## config.mk

```make
export PLATFORM = sky130hd
export DESIGN_NAME = tadc_ctrl
export DESIGN_NICKNAME = d
export VERILOG_FILES = /design/src/rtl/core/tadc_pkg.sv /design/src/rtl/core/tadc_ctrl.sv
export SDC_FILE = /design/constraint.sdc
export NUM_CORES = 1
export LEC_CHECK = 0
export BUFFER_PORTS_ARGS = -buffer_cell sky130_fd_sc_hd__clkbuf_2
export CAP_MARGIN = 20
export CORE_ASPECT_RATIO = 0.6
export CORE_MARGIN = 5
export CORE_UTILIZATION = 50
export CTS_BUF_LIST = sky130_fd_sc_hd__clkbuf_4 sky130_fd_sc_hd__clkbuf_8
export CTS_CLUSTER_DIAMETER = 50
export CTS_CLUSTER_SIZE = 12
export DETAILED_ROUTE_END_ITERATION = 7
export GPL_TIMING_DRIVEN = 0
export HOLD_SLACK_MARGIN = 0.12
export PLACE_DENSITY = 0.73
export SKIP_LAST_GASP = 1
export SYNTH_ARGS = -nofsm -noshare
export SYNTH_HDL_FRONTEND = slang
export SYNTH_SLANG_ARGS = --single-unit
```

## constraint.sdc

```tcl
create_clock -name clk -period 2.4 [get_ports clk]
set_input_delay 0.48 -clock clk [delete_from_list [all_inputs] [get_ports clk]]
set_output_delay 0.48 -clock clk [all_outputs]
set_load 0.05 [all_outputs]
```

## src/rtl/core/tadc_pkg.sv

```systemverilog
package tadc_pkg;

  localparam int ADC_BITS = 12;
  localparam int OHM_W    = 24;
  localparam int COEF_W   = 48;
  localparam int CFG_W    = COEF_W;
  localparam int NUM_W    = OHM_W + ADC_BITS;
  localparam int N_W      = 2 * OHM_W + ADC_BITS;

  localparam logic [ADC_BITS-1:0] FULL_SCALE = {ADC_BITS{1'b1}};

  localparam logic [31:0]        LN2_Q32      = 32'd2977044472;
  localparam logic signed [63:0] KELVIN_Q8    = 64'sd1118822;
  localparam logic signed [63:0] ROUND_HALF   = 64'sd128;
  localparam logic signed [15:0] MIN_RESET    = 16'sd15984;
  localparam logic signed [15:0] MAX_RESET    = 16'sd0;
  localparam logic signed [15:0] TEMP_INVALID = 16'sd32767;

  localparam int SQ_STEPS    = 32;
  localparam int SQ_CNT_W    = $clog2(SQ_STEPS);
  localparam int RECIP_SHIFT = 60;
  localparam int QUO_W       = RECIP_SHIFT + 1;

  typedef enum logic [2:0] {
    REG_CUBIC,
    REG_SERIES,
    REG_PARALLEL,
    REG_NOMINAL,
    REG_COEF_A,
    REG_COEF_B,
    REG_COEF_C
  } reg_idx_t;

  typedef enum logic [3:0] {
    OP_NONE,
    OP_LOAD,
    OP_INVALID,
    OP_MUL,
    OP_WB,
    OP_NOPAR,
    OP_LN_INIT,
    OP_NORM,
    OP_SQ_INIT,
    OP_SQ,
    OP_DIV,
    OP_TEMP,
    OP_FINISH
  } dp_op_t;

  typedef enum logic [3:0] {
    MS_NUM,
    MS_PD,
    MS_N,
    MS_KD,
    MS_LN,
    MS_BL,
    MS_LL,
    MS_L3,
    MS_CL3
  } mul_sel_t;

  typedef enum logic [1:0] {
    LN_N,
    LN_D,
    LN_R0
  } ln_src_t;

  typedef struct packed {
    dp_op_t   op;
    mul_sel_t msel;
    ln_src_t  lsrc;
  } dp_cmd_t;

  typedef struct packed {
    logic pre_bad;
    logic par_absent;
    logic par_bad;
    logic open_bad;
    logic cubic;
    logic sum_zero;
    logic norm_done;
    logic mul_done;
    logic div_done;
  } dp_stat_t;

  typedef struct packed {
    logic                    use_cubic_mode;
    logic [OHM_W-1:0]        series_ohms;
    logic [OHM_W-1:0]        parallel_ohms;
    logic [OHM_W-1:0]        nominal_ohms;
    logic signed [COEF_W-1:0] coef_a;
    logic signed [COEF_W-1:0] coef_b;
    logic signed [COEF_W-1:0] coef_c;
  } cfg_t;

  typedef struct packed {
    logic                command;
    logic [ADC_BITS-1:0] adc_sample;
  } in_t;

  typedef struct packed {
    logic signed [15:0] temperature;
    logic               invalid;
    logic signed [15:0] lowest_seen;
    logic signed [15:0] highest_seen;
  } out_t;

endpackage

```

## src/rtl/core/tadc_ctrl.sv

```systemverilog
// Sequencer for one conversion.
module tadc_ctrl (
  input  logic               clk,
  input  logic               rst,
  input  logic               start,
  input  logic               out_room,
  input  tadc_pkg::dp_stat_t stat,
  output tadc_pkg::dp_cmd_t  cmd,
  output logic               idle,
  output logic               deliver
);

  typedef enum logic [3:0] {
    S_IDLE,
    S_CHECK,
    S_MGO,
    S_MWAIT,
    S_NOPAR,
    S_PCHK,
    S_OCHK,
    S_LINIT,
    S_NORM,
    S_SQ,
    S_ZCHK,
    S_DIVW,
    S_INV,
    S_FIN,
    S_DONE
  } state_t;

  localparam logic [tadc_pkg::SQ_CNT_W-1:0] SQ_LAST =
    tadc_pkg::SQ_CNT_W'(tadc_pkg::SQ_STEPS - 1);

  state_t                          state, state_next;
  tadc_pkg::mul_sel_t              mstep, mstep_next;
  tadc_pkg::ln_src_t               lsrc, lsrc_next;
  logic [tadc_pkg::SQ_CNT_W-1:0]   sq_cnt, sq_cnt_next;

  always_comb begin
    state_next  = state;
    mstep_next  = mstep;
    lsrc_next   = lsrc;
    sq_cnt_next = sq_cnt;
    cmd.op      = tadc_pkg::OP_NONE;
    cmd.msel    = mstep;
    cmd.lsrc    = lsrc;
    deliver     = 1'b0;
    case (state)
      S_IDLE: begin
        if (start) begin
          cmd.op     = tadc_pkg::OP_LOAD;
          state_next = S_CHECK;
        end
      end
      S_CHECK: begin
        if (stat.pre_bad) begin
          state_next = S_INV;
        end else begin
          mstep_next = tadc_pkg::MS_NUM;
          state_next = S_MGO;
        end
      end
      S_MGO: begin
        cmd.op     = tadc_pkg::OP_MUL;
        state_next = S_MWAIT;
      end
      S_MWAIT: begin
        if (stat.mul_done) begin
          cmd.op = tadc_pkg::OP_WB;
          case (mstep)
            tadc_pkg::MS_NUM: begin
              if (stat.par_absent) begin
                state_next = S_NOPAR;
              end else begin
                mstep_next = tadc_pkg::MS_PD;
                state_next = S_MGO;
              end
            end
            tadc_pkg::MS_PD: state_next = S_PCHK;
            tadc_pkg::MS_N: begin
              mstep_next = tadc_pkg::MS_KD;
              state_next = S_MGO;
            end
            tadc_pkg::MS_KD: state_next = S_OCHK;
            tadc_pkg::MS_LN: begin
              case (lsrc)
                tadc_pkg::LN_N: begin
                  lsrc_next  = tadc_pkg::LN_D;
                  state_next = S_LINIT;
                end
                tadc_pkg::LN_D: begin
                  if (stat.cubic) begin
                    mstep_next = tadc_pkg::MS_BL;
                    state_next = S_MGO;
                  end else begin
                    lsrc_next  = tadc_pkg::LN_R0;
                    state_next = S_LINIT;
                  end
                end
                default: begin
                  mstep_next = tadc_pkg::MS_BL;
                  state_next = S_MGO;
                end
              endcase
            end
            tadc_pkg::MS_BL: begin
              if (stat.cubic) begin
                mstep_next = tadc_pkg::MS_LL;
                state_next = S_MGO;
              end else begin
                state_next = S_ZCHK;
              end
            end
            tadc_pkg::MS_LL: begin
              mstep_next = tadc_pkg::MS_L3;
              state_next = S_MGO;
            end
            tadc_pkg::MS_L3: begin
              mstep_next = tadc_pkg::MS_CL3;
              state_next = S_MGO;
            end
            tadc_pkg::MS_CL3: state_next = S_ZCHK;
            default:          state_next = S_INV;
          endcase
        end
      end
      S_NOPAR: begin
        cmd.op     = tadc_pkg::OP_NOPAR;
        mstep_next = tadc_pkg::MS_KD;
        state_next = S_MGO;
      end
      S_PCHK: begin
        if (stat.par_bad) begin
          state_next = S_INV;
        end else begin
          mstep_next = tadc_pkg::MS_N;
          state_next = S_MGO;
        end
      end
      S_OCHK: begin
        if (stat.open_bad) begin
          state_next = S_INV;
        end else begin
          lsrc_next  = tadc_pkg::LN_N;
          state_next = S_LINIT;
        end
      end
      S_LINIT: begin
        cmd.op     = tadc_pkg::OP_LN_INIT;
        state_next = S_NORM;
      end
      S_NORM: begin
        if (stat.norm_done) begin
          cmd.op      = tadc_pkg::OP_SQ_INIT;
          sq_cnt_next = '0;
          state_next  = S_SQ;
        end else begin
          cmd.op = tadc_pkg::OP_NORM;
        end
      end
      S_SQ: begin
        cmd.op = tadc_pkg::OP_SQ;
        if (sq_cnt == SQ_LAST) begin
          mstep_next = tadc_pkg::MS_LN;
          state_next = S_MGO;
        end else begin
          sq_cnt_next = sq_cnt + 1'b1;
        end
      end
      S_ZCHK: begin
        if (stat.sum_zero) begin
          state_next = S_INV;
        end else begin
          cmd.op     = tadc_pkg::OP_DIV;
          state_next = S_DIVW;
        end
      end
      S_DIVW: begin
        if (stat.div_done) begin
          cmd.op     = tadc_pkg::OP_TEMP;
          state_next = S_FIN;
        end
      end
      S_INV: begin
        cmd.op     = tadc_pkg::OP_INVALID;
        state_next = S_FIN;
      end
      S_FIN: begin
        cmd.op     = tadc_pkg::OP_FINISH;
        state_next = S_DONE;
      end
      S_DONE: begin
        if (out_room) begin
          deliver    = 1'b1;
          state_next = S_IDLE;
        end
      end
      default: state_next = S_IDLE;
    endcase
  end

  always_ff @(posedge clk) begin
    if (rst) begin
      state  <= S_IDLE;
      mstep  <= tadc_pkg::MS_NUM;
      lsrc   <= tadc_pkg::LN_N;
      sq_cnt <= '0;
    end else begin
      state  <= state_next;
      mstep  <= mstep_next;
      lsrc   <= lsrc_next;
      sq_cnt <= sq_cnt_next;
    end
  end

  assign idle = state == S_IDLE;

endmodule

```

==> flow_summary.json, run 1 <==
{
  "die_h_um": 50.9,
  "path_cells": "buf_6 -> buf_4 -> buf_4 -> nor3b_1 -> a21oi_1 -> nor2_1 -> a21oi_1 -> nor2_1 -> buf_2",
  "layoutNonFillerInstCount": 243,
  "area_delta_synth_final_pct": 16.5,
  "drc": 0,
  "cts_hold_buf": 0,
  "cp_max_fo": 10,
  "cts_root_buffer": "clkbuf_8",
  "yosysTopAreaCell": "dfxtp_1",
  "dieWidth_um": 78.2,
  "grt_overflow": 0,
  "setup_viol": 0,
  "p_leak_nw": 0.616,
  "synth_common_cells": "17 x nor2_1, 16 x a21oi_1, 15 x dfxtp_1, 15 x nand2_1, 11 x nand2b_1",
  "netlist_top_cells_area": "dfxtp_1 22%, a21oi_1 5.7%, nand2b_1 4.9%",
  "avgViaCountPerCell": 6.29,
  "cts.clk_slew.worst_paths_ns": 0.06,
  "clock_path_buffers": 2,
  "dr_total_vias": 1529,
  "reg2reg_from": "sq_cnt[0]$_SDFFE_PP0P_",
  "async_flop_share_pct": 0,
  "ys_seq_elements": 15,
  "m1WireLength_um": 1920,
  "pwr_density_cell_mw_per_mm2": 1260,
  "placed_cell_area_mm2": 0.00157,
  "min_from": "sq_cnt[4]$_SDFFE_PP0P_",
  "critical_path_arrival_ns": 1.81,
  "crit_path_start_kind": "register",
  "drive_gt1_share_pct": 26.1,
  "slowest_delay_ns": 0.33,
  "antenna_found_initial": 0,
  "boundaryPins": 25,
  "clock.fmax_ghz": 0.436,
  "reg2reg_slack_ns": 0.22,
  "syn_area_mm2": 0.00140,
  "place_worst_setup_slack_ns": 0.0801,
  "synthMostInstantiatedCell": "nor2_1",
  "dp_hpwl_um": 3260,
  "grt_max_degree": 11,
  "grt_pass1_vias": 1458,
  "synthFlopType": "dfxtp_1",
  "skew_ns": 0.00149,
  "ys_seq_area_share_pct": 21.5,
  "htree_levels": 1,
  "post-route-period-util_pct": 95.5,
  "max_cap_viol_count": 0,
  "synth.distinct_cells": 59,
  "fin_tns_setup_ns": 0,
  "grt_use_total_pct": 22.6,
  "nets": 227,
  "placement.io_buffers": 24,
  "insertion_delay_ns": 0.25,
  "crit_family": "buffers and inverters",
  "numCtsBuffers": 3,
  "ant_nets": 0,
  "design_area_mm2": 0.00163,
  "final.setup.worst_slack_ns": 0.107,
  "relSlewSlack_pct": 60.8,
  "dieArea_mm2": 0.00398,
  "end_kind": "primary output",
  "hp-class": "reg -> reg",
  "top_layer_used": "met4",
  "fill_cells": 233,
  "ff_latch_area_um2": 303,
  "synthCells": 186,
  "hold_path_end": "sq_cnt[4]$_SDFFE_PP0P_",
  "crit_slowest_cell": "dfxtp_2",
  "reg2regPathDepth": 8,
  "dpl.cell_count": 242,
  "rows": 14,
  "initial_utilization_pct": 53.9,
  "worstReg2RegEnd": "state[3]$_SDFFE_PP0P_",
  "hold_depth": 2,
  "vdd_drop_max_mv": 0.867,
  "path_class": "reg -> out",
  "final_hold_viol_count": 0,
  "tightest_slew_ns": 0.588,
  "coreArea_mm2": 0.00259,
  "wl_met2_um": 1810,
  "cts_setup_buffers": 0,
  "netlist.area_leader.share_pct": 21.5,
  "gp_congestion": 0.983,
  "multi_input_area_mm2": 0.00100,
  "synth-edff-count": 0,
  "grt_pass1_wl_um": 7250,
  "yosysWarnings": 0,
  "clkSinkCount": 15,
  "cts_tree": "built",
  "synth.avg_cell_area_um2": 7.51,
  "firstDrtPassIters": 4,
  "dr_wl_met3_um": 372,
  "wire_per_inst_um": 17.0,
  "drtIter0Drc": 162,
  "routed_wl_um": 4130,
  "synth_nets": 201,
  "rsz0062_at_grt": "false",
  "status": "finished clean",
  "worstPathRequired_ns": 1.92,
  "crit_buf_inv": 4,
  "antenna_cells": 0,
  "min_period_ns": 2.29,
  "slew_viol_final": 0
}
==> report_power, final <==
part / switching (mW) / total (mW) / leakage, nW / internal, mW
combinational: 0.952 / 1.49 / 0.468 / 0.540
clock: 0.0935 / 0.209 / 0.0255 / 0.115
sequential: 0.0509 / 0.344 / 0.122 / 0.293
total: 1.10 / 2.04 / 0.616 / 0.948
==> routing by layer <==
metal / GRT usage [%] / vias up
met5: 0 / -
met4: 3.78 / 0
met3: 5.79 / 6
met2: 33.8 / 59
met1: 33.1 / 713
li1: - / 751
==> sequential cells by signal, summed over array words and instances (netlist names) <==
| signal | count |
|---|---|
| lsrc | 2 |
| mstep | 4 |
| sq_cnt | 5 |
| state | 4 |
==> per-stage QoR <==
step / utilization (%) / total power, mW / hold WS [ns]
3_3_place_gp: 60.6 / 1.76 / 0.461
6_report: 62.7 / 2.04 / 0.491
2_1_floorplan: - / 1.49 / 0.450
4_1_cts: 62.6 / 2.00 / 0.491
3_5_place_dp: 60.6 / 1.78 / 0.490
5_1_grt: 62.7 / 2.19 / 0.492
==> worst max path at each step <==
stage               endpoint  slack (ns)                  start  depth (start not counted)
floorplan             cmd[6]        0.02  state[1]$_SDFFE_PP0P_                          5
global placement      cmd[6]        0.13  state[1]$_SDFFE_PP0P_                          6
detailed placement    cmd[8]        0.08  state[2]$_SDFFE_PP0P_                          6
CTS                   cmd[8]       -0.04  state[2]$_SDFFE_PP0P_                          6
global route          cmd[9]       0.005  state[0]$_SDFFE_PP0P_                          9
finish                cmd[9]        0.11  state[0]$_SDFFE_PP0P_                          9
==> worst register-to-register path: cells and delay by family (launching register included) <==
| family | cells | cell delay [ns] |
|---|---|---|
| flops | 1 | 0.34 |
| fa+ha+maj | 2 | 0.45 |
| compound gates | 4 | 0.75 |
| simple gates | 2 | 0.57 |
==> area by class of cell <==
type | count | area share [%]
Inverter | 6 | 1.38
Multi-Input combinational cell | 151 | 61.8
Clock inverter | 1 | 0.308
Tap cell | 32 | 2.46
Timing Repair Buffer | 24 | 7.92
Sequential cell | 15 | 18.6
Buffer | 11 | 5.00
Clock buffer | 3 | 2.54
==> cell usage in the layout (no fill, tap or decap), drive strengths merged, types with 2 or more instances in the layout <==
master	instances
nand4	2
o22ai	3
dfxtp	15
a31o	2
a211oi	6
nor2b	3
buf	11
nor2	17
nand3	9
o21ai	8
o32ai	4
and3	3
inv	6
nor3b	2
a2111oi	2
or3b	3
ha	2
a22oi	2
nand2b	11
and2	2
clkbuf	27
a21oi	18
nor3	5
or3	2
xor2	3
nand2	16
a31oi	4
==> repair_timing <==
action,CTS,global route
hold endpoints to repair,0,0
endpoints found under the setup margin,4,5
resized for setup,4,11
pin swaps,0,0
==> kinds of logic (layout without fill, tap and decap cells) <==
kind of cell	after synthesis	count (layout)	share of synthesized area, %
AOI/OAI and AO/OA	61	61	33.2
xor gates and xnor gates	4	4	2.51
adders and majority gates	2	2	1.79
buffers and inverters	20	45	7.53
DFF	15	15	21.5
muxes	2	2	1.52
and+or+nand+nor	82	82	31.9
No activity file was read; power rests on OpenSTA's default activity.
==> inputs of run 2 (changes only) <==
--- a/config.mk
+++ b/config.mk
@@ -5,7 +5,6 @@
 export SDC_FILE = /design/constraint.sdc
 export NUM_CORES = 1
 export LEC_CHECK = 0
-export BUFFER_PORTS_ARGS = -buffer_cell sky130_fd_sc_hd__clkbuf_2
 export CAP_MARGIN = 20
 export CORE_ASPECT_RATIO = 0.6
 export CORE_MARGIN = 5
@@ -14,9 +13,9 @@
 export CTS_CLUSTER_DIAMETER = 50
 export CTS_CLUSTER_SIZE = 12
 export DETAILED_ROUTE_END_ITERATION = 7
+export DONT_BUFFER_PORTS = 1
 export GPL_TIMING_DRIVEN = 0
 export HOLD_SLACK_MARGIN = 0.12
-export PLACE_DENSITY = 0.73
 export SKIP_LAST_GASP = 1
 export SYNTH_ARGS = -nofsm -noshare
 export SYNTH_HDL_FRONTEND = slang
==> flow_summary.json, run 2 (synthesis gave the netlist of run 1 again) <==
{
  "drc": 0,
  "max_cap_viol_count": 0,
  "hold_path_end": "state[2]$_SDFFE_PP0P_",
  "grt_max_degree": 11,
  "grt_use_total_pct": 21.5,
  "dieArea_mm2": 0.00398,
  "grt-busiest-layer": "met2",
  "vdd_drop_max_mv": 0.909,
  "ant_nets": 0,
  "dr_total_vias": 1422,
  "clock_path_buffers": 2,
  "drtIter0Drc": 177,
  "cts_tree": "built",
  "reg2reg_slack_ns": 0.25,
  "final_hold_viol_count": 0,
  "cts_setup_buffers": 0,
  "worstReg2RegEnd": "mstep[2]$_SDFFE_PP0P_",
  "min_from": "out_room",
  "routed_wl_um": 4020,
  "rows": 14,
  "post-route-period-util_pct": 96.3,
  "min_period_ns": 2.31,
  "antenna_found_initial": 0,
  "placed_cell_area_mm2": 0.00146,
  "met1_usage_pct": 30.9,
  "avgViaCountPerCell": 6.46,
  "layoutNonFillerInstCount": 220,
  "hold_depth": 1,
  "p_leak_nw": 0.519,
  "hp-class": "in -> reg",
  "rsz0062_at_grt": "false",
  "cts.clk_slew.worst_paths_ns": 0.07,
  "fill_cells": 255,
  "design_area_mm2": 0.00156,
  "dp_hpwl_um": 3050,
  "placement.io_buffers": 0,
  "coreArea_mm2": 0.00259,
  "relSlewSlack_pct": 50.7,
  "slew_viol_final": 0,
  "cp_max_fo": 10,
  "drive_gt1_share_pct": 19.7,
  "crit_path_start_kind": "register",
  "pwr_density_cell_mw_per_mm2": 1320,
  "final.setup.worst_slack_ns": 0.0898,
  "antenna_cells": 0,
  "largest-register": "sq_cnt",
  "wire_per_inst_um": 18.3,
  "end_kind": "primary output",
  "reg2reg_from": "sq_cnt[0]$_SDFFE_PP0P_",
  "insertion_delay_ns": 0.25,
  "grt.met3_usage_pct": 6.14,
  "finish.utilization_pct": 60.1,
  "firstDrtPassIters": 6,
  "nets": 204,
  "clock.fmax_ghz": 0.433,
  "area_delta_synth_final_pct": 11.6,
  "grt_pass1_wl_um": 6690,
  "use_met2_pct": 31.1,
  "largest_reg_flops": 5,
  "htree_levels": 1,
  "critical_path_arrival_ns": 1.83,
  "largest_registers": "sq_cnt: 5 flops, mstep: 4 flops, state: 4 flops",
  "path_class": "reg -> out",
  "boundaryPins": 25,
  "gp_congestion": 0.928,
  "initial_utilization_pct": 53.9,
  "reg2regPathDepth": 8,
  "final_cell_mix": "16 x a21oi_1, 15 x nor2_1, 15 x nand2_1, 14 x dfxtp_1, 11 x nand2b_1",
  "cts_root_buffer": "clkbuf_8",
  "dieWidth_um": 78.2,
  "numCtsBuffers": 3,
  "worstPathRequired_ns": 1.92,
  "clkSinkCount": 15,
  "setup_viol": 0,
  "dpl.cell_count": 219,
  "skew_ns": 0.00586,
  "die_h_um": 50.9,
  "grt_pass1_vias": 1314,
  "mostFrequentLayoutCell": "a21oi_1",
  "status": "finished clean",
  "tightest_slew_ns": 0.739,
  "place_worst_setup_slack_ns": -0.267,
  "grt_overflow": 0
}
-- run 2: changes by cell type in the layout (fill, tap and decap cells not counted), moves of 2 or more --
cell / previous run / this run
nor2_4: 0 / 2
buf_2: 3 / 1
clkbuf_2: 21 / 0
nor2_1: 17 / 15
-- run 2: what timing repair did --
action                     4_1_cts  5_1_grt
pin swaps                        1        3
hold buffers                     0        0
resized for setup               10        9
setup endpoints to repair        5        5
-- run 2: worst max path at each step --
stage | from | endpoint | slack (ns)
CTS | state[2]$_SDFFE_PP0P_ | cmd[8] | 0.002
finish | state[0]$_SDFFE_PP0P_ | cmd[9] | 0.09
detailed placement | state[1]$_SDFFE_PP0P_ | cmd[6] | -0.27
floorplan | state[1]$_SDFFE_PP0P_ | cmd[6] | 0.02
global placement | state[1]$_SDFFE_PP0P_ | cmd[6] | -0.23
global route | state[0]$_SDFFE_PP0P_ | cmd[9] | 0.003
-- run 2: per-stage QoR --
step                hold WS [ns]  total power, mW  setup TNS, ns
global route               0.319             2.19              0
CTS                        0.321             2.03              0
finish                     0.328             2.05              0
floorplan                  0.450             1.49              0
global placement           0.461             1.69         -0.497
detailed placement         0.491             1.74         -0.649
-- run 2: area by class of cell --
type | count | area (um2) | share of cell area, %
clock buffers | 3 | 41.3 | 2.65
clock inverters | 1 | 5.00 | 0.321
inverters | 6 | 22.5 | 1.45
multi-input cells | 151 | 1060 | 67.8
plain buffers | 11 | 83.8 | 5.38
flip-flops and latches | 15 | 302 | 19.4
repair buffers | 1 | 7.51 | 0.482
well taps | 32 | 40.0 | 2.57
-- run 2: where the power goes --
part	internal (mW)	leakage, nW	switching (mW)
clock	0.115	0.0255	0.0982
combinational	0.530	0.372	0.927
sequential	0.291	0.122	0.0890
-- run 2: worst max-delay path, cell delays in order, from the launching register on --
cell and delay (ns):
dfxtp_1 0.32, buf_4 0.18, buf_4 0.18, clkbuf_4 0.19, nor3b_2 0.18, a21oi_1 0.05
nor2_1 0.08, a21oi_1 0.07, nor2_4 0.31
-- run 2: per-layer routing --
| metal | vias to the layer above | share of wire [%] |
|---|---|---|
| met5 | - | 0 |
| met4 | 0 | 1.2 |
| met3 | 6 | 9.9 |
| met2 | 62 | 43 |
| met1 | 658 | 46 |
| li1 | 696 | - |
==> inputs of run 3 (changes only) <==
--- a/config.mk
+++ b/config.mk
@@ -16,6 +16,7 @@
 export DONT_BUFFER_PORTS = 1
 export GPL_TIMING_DRIVEN = 0
 export HOLD_SLACK_MARGIN = 0.12
+export REMOVE_ABC_BUFFERS = 1
 export SKIP_LAST_GASP = 1
 export SYNTH_ARGS = -nofsm -noshare
 export SYNTH_HDL_FRONTEND = slang
==> flow_summary.json, run 3 (synthesis gave the netlist of run 1 again) <==
{
  "drive_gt1_share_pct": 15.8,
  "slew_viol_final": 0,
  "cts_tree": "built",
  "clock_path_buffers": 2,
  "skew_ns": 0.00680,
  "final_cell_mix": "16 x a21oi_1, 15 x nor2_1, 15 x nand2_1, 11 x nand2b_1, 11 x dfxtp_1",
  "grt_use_total_pct": 18.5,
  "rows": 14,
  "firstDrtPassIters": 4,
  "largest_registers": "sq_cnt: 5 flops, mstep: 4 flops, state: 4 flops",
  "routed_wl_um": 3620,
  "dpl.cell_count": 205,
  "min_period_ns": 2.26,
  "fin_tns_setup_ns": 0,
  "drc": 0,
  "reg2reg_from": "sq_cnt[0]$_SDFFE_PP0P_",
  "p_leak_nw": 0.467,
  "max_cap_viol_count": 0,
  "clock.fmax_ghz": 0.443,
  "initial_utilization_pct": 53.9,
  "finish.utilization_pct": 56.5,
  "power.share.clock_pct": 10.9,
  "reg2reg_slack_ns": 0.22,
  "dr_total_vias": 1352,
  "seq_power_share_pct": 32.5,
  "wire_per_inst_um": 17.3,
  "avgViaCountPerCell": 6.47,
  "drtIter0Drc": 135,
  "grt_pass1_vias": 1135,
  "grt_pass1_wl_um": 5950,
  "final_hold_viol_count": 0,
  "power.internal_uw": 849,
  "startpoint": "state[3]$_SDFFE_PP0P_",
  "design_area_mm2": 0.00146,
  "p_comb_share_pct": 56.7,
  "boundaryPins": 25,
  "placement.io_buffers": 0,
  "area_delta_synth_final_pct": 4.84,
  "grt_overflow": 0,
  "reg2regPathDepth": 8,
  "hold_ws_ns": 0.287,
  "antenna_cells": 0,
  "placed_cell_area_mm2": 0.00138,
  "fill_cells": 254,
  "end_kind": "primary output",
  "worstReg2RegEnd": "state[3]$_SDFFE_PP0P_",
  "gp_congestion": 0.818,
  "die_h_um": 50.9,
  "rsz0062_at_grt": "true",
  "pwr_density_cell_mw_per_mm2": 1280,
  "layoutNonFillerInstCount": 209,
  "largest-register": "sq_cnt",
  "relSlewSlack_pct": 45.4,
  "cts_root_buffer": "clkbuf_8",
  "insertion_delay_ns": 0.25,
  "hp-class": "in -> reg",
  "cts.clk_slew.worst_paths_ns": 0.06,
  "crit_end": "deliver",
  "crit_path_start_kind": "register",
  "nets": 193,
  "mostFrequentLayoutCell": "a21oi_1",
  "p_sw_mw": 1.03,
  "htree_levels": 1,
  "status": "finished clean",
  "dieArea_mm2": 0.00398,
  "dp_hpwl_um": 2630,
  "grt_max_degree": 36,
  "clkSinkCount": 15,
  "setup_viol": 0,
  "critical_path_arrival_ns": 1.78,
  "tightest_slew_ns": 0.819,
  "cts_hold_buf": 0,
  "dieWidth_um": 78.2,
  "vdd_drop_max_mv": 0.796,
  "worstPathRequired_ns": 1.92,
  "switching_share_pct": 54.8,
  "path_class": "reg -> out",
  "ant_nets": 0,
  "antenna_found_initial": 0,
  "post-route-period-util_pct": 94.1,
  "largest_reg_flops": 5,
  "numCtsBuffers": 3,
  "cp_max_fo": 24,
  "coreArea_mm2": 0.00259
}
## run 3: critical path, cell delays in order (launching register included)
cell and delay, ns:
dfxtp_4 0.51, inv_1 0.22, nor2_1 0.28, nand3_1 0.19
nor2_4 0.33
## run 3: timing repair
action,in CTS,in global routing
hold endpoints to repair,0,0
gates resized for setup,7,6
buffers inserted,0,0
pin swaps,0,0
endpoints found under the setup margin,5,5
## run 3: final cells by class
cell class	instances	area, um2	share of cell area, %
clock inverters	1	5.00	0.342
well taps	32	40.0	2.74
repair buffers	1	7.51	0.513
inverters	6	22.5	1.54
clock buffers	3	41.3	2.82
multi-input cells	151	1030	70.5
flip-flops and latches	15	315	21.5
## run 3: how the worst min path moves through the flow
stage	start	endpoint	slack (ns)	cells after the start
detailed placement	sq_cnt[4]$_SDFFE_PP0P_	sq_cnt[4]$_SDFFE_PP0P_	0.46	2
global route	rst	state[0]$_SDFFE_PP0P_	0.27	1
global placement	sq_cnt[4]$_SDFFE_PP0P_	sq_cnt[4]$_SDFFE_PP0P_	0.45	2
floorplan	sq_cnt[4]$_SDFFE_PP0P_	sq_cnt[4]$_SDFFE_PP0P_	0.44	2
CTS	rst	state[0]$_SDFFE_PP0P_	0.28	1
finish	rst	state[0]$_SDFFE_PP0P_	0.29	1
## run 3: power by group through the flow
stage	logic (mW)	clock network [mW]	registers [mW]
3_5_place_dp	1.04	0	0.581
3_3_place_gp	0.989	0	0.561
2_1_floorplan	0.875	0	0.506
6_report	1.06	0.204	0.609
4_1_cts	1.05	0.211	0.584
5_1_grt	1.14	0.228	0.633
## run 3: through the flow
| step | total power [mW] | worst slack, ns |
|---|---|---|
| CTS | 1.85 | -0.163 |
| global placement | 1.55 | -0.506 |
| detailed placement | 1.62 | -0.489 |
| finish | 1.88 | 0.142 |
| global route | 2.01 | -0.00540 |
| floorplan | 1.38 | -0.259 |
## run 3: metal layers
layer / GRT usage (%) / routed length [um] / vias up
li1: - / - / 677
met1: 27.5 / 1810 / 636
met2: 27.1 / 1610 / 35
met3: 4.91 / 193 / 4
met4: 2.62 / 16 / 0
met5: 0 / 0 / -
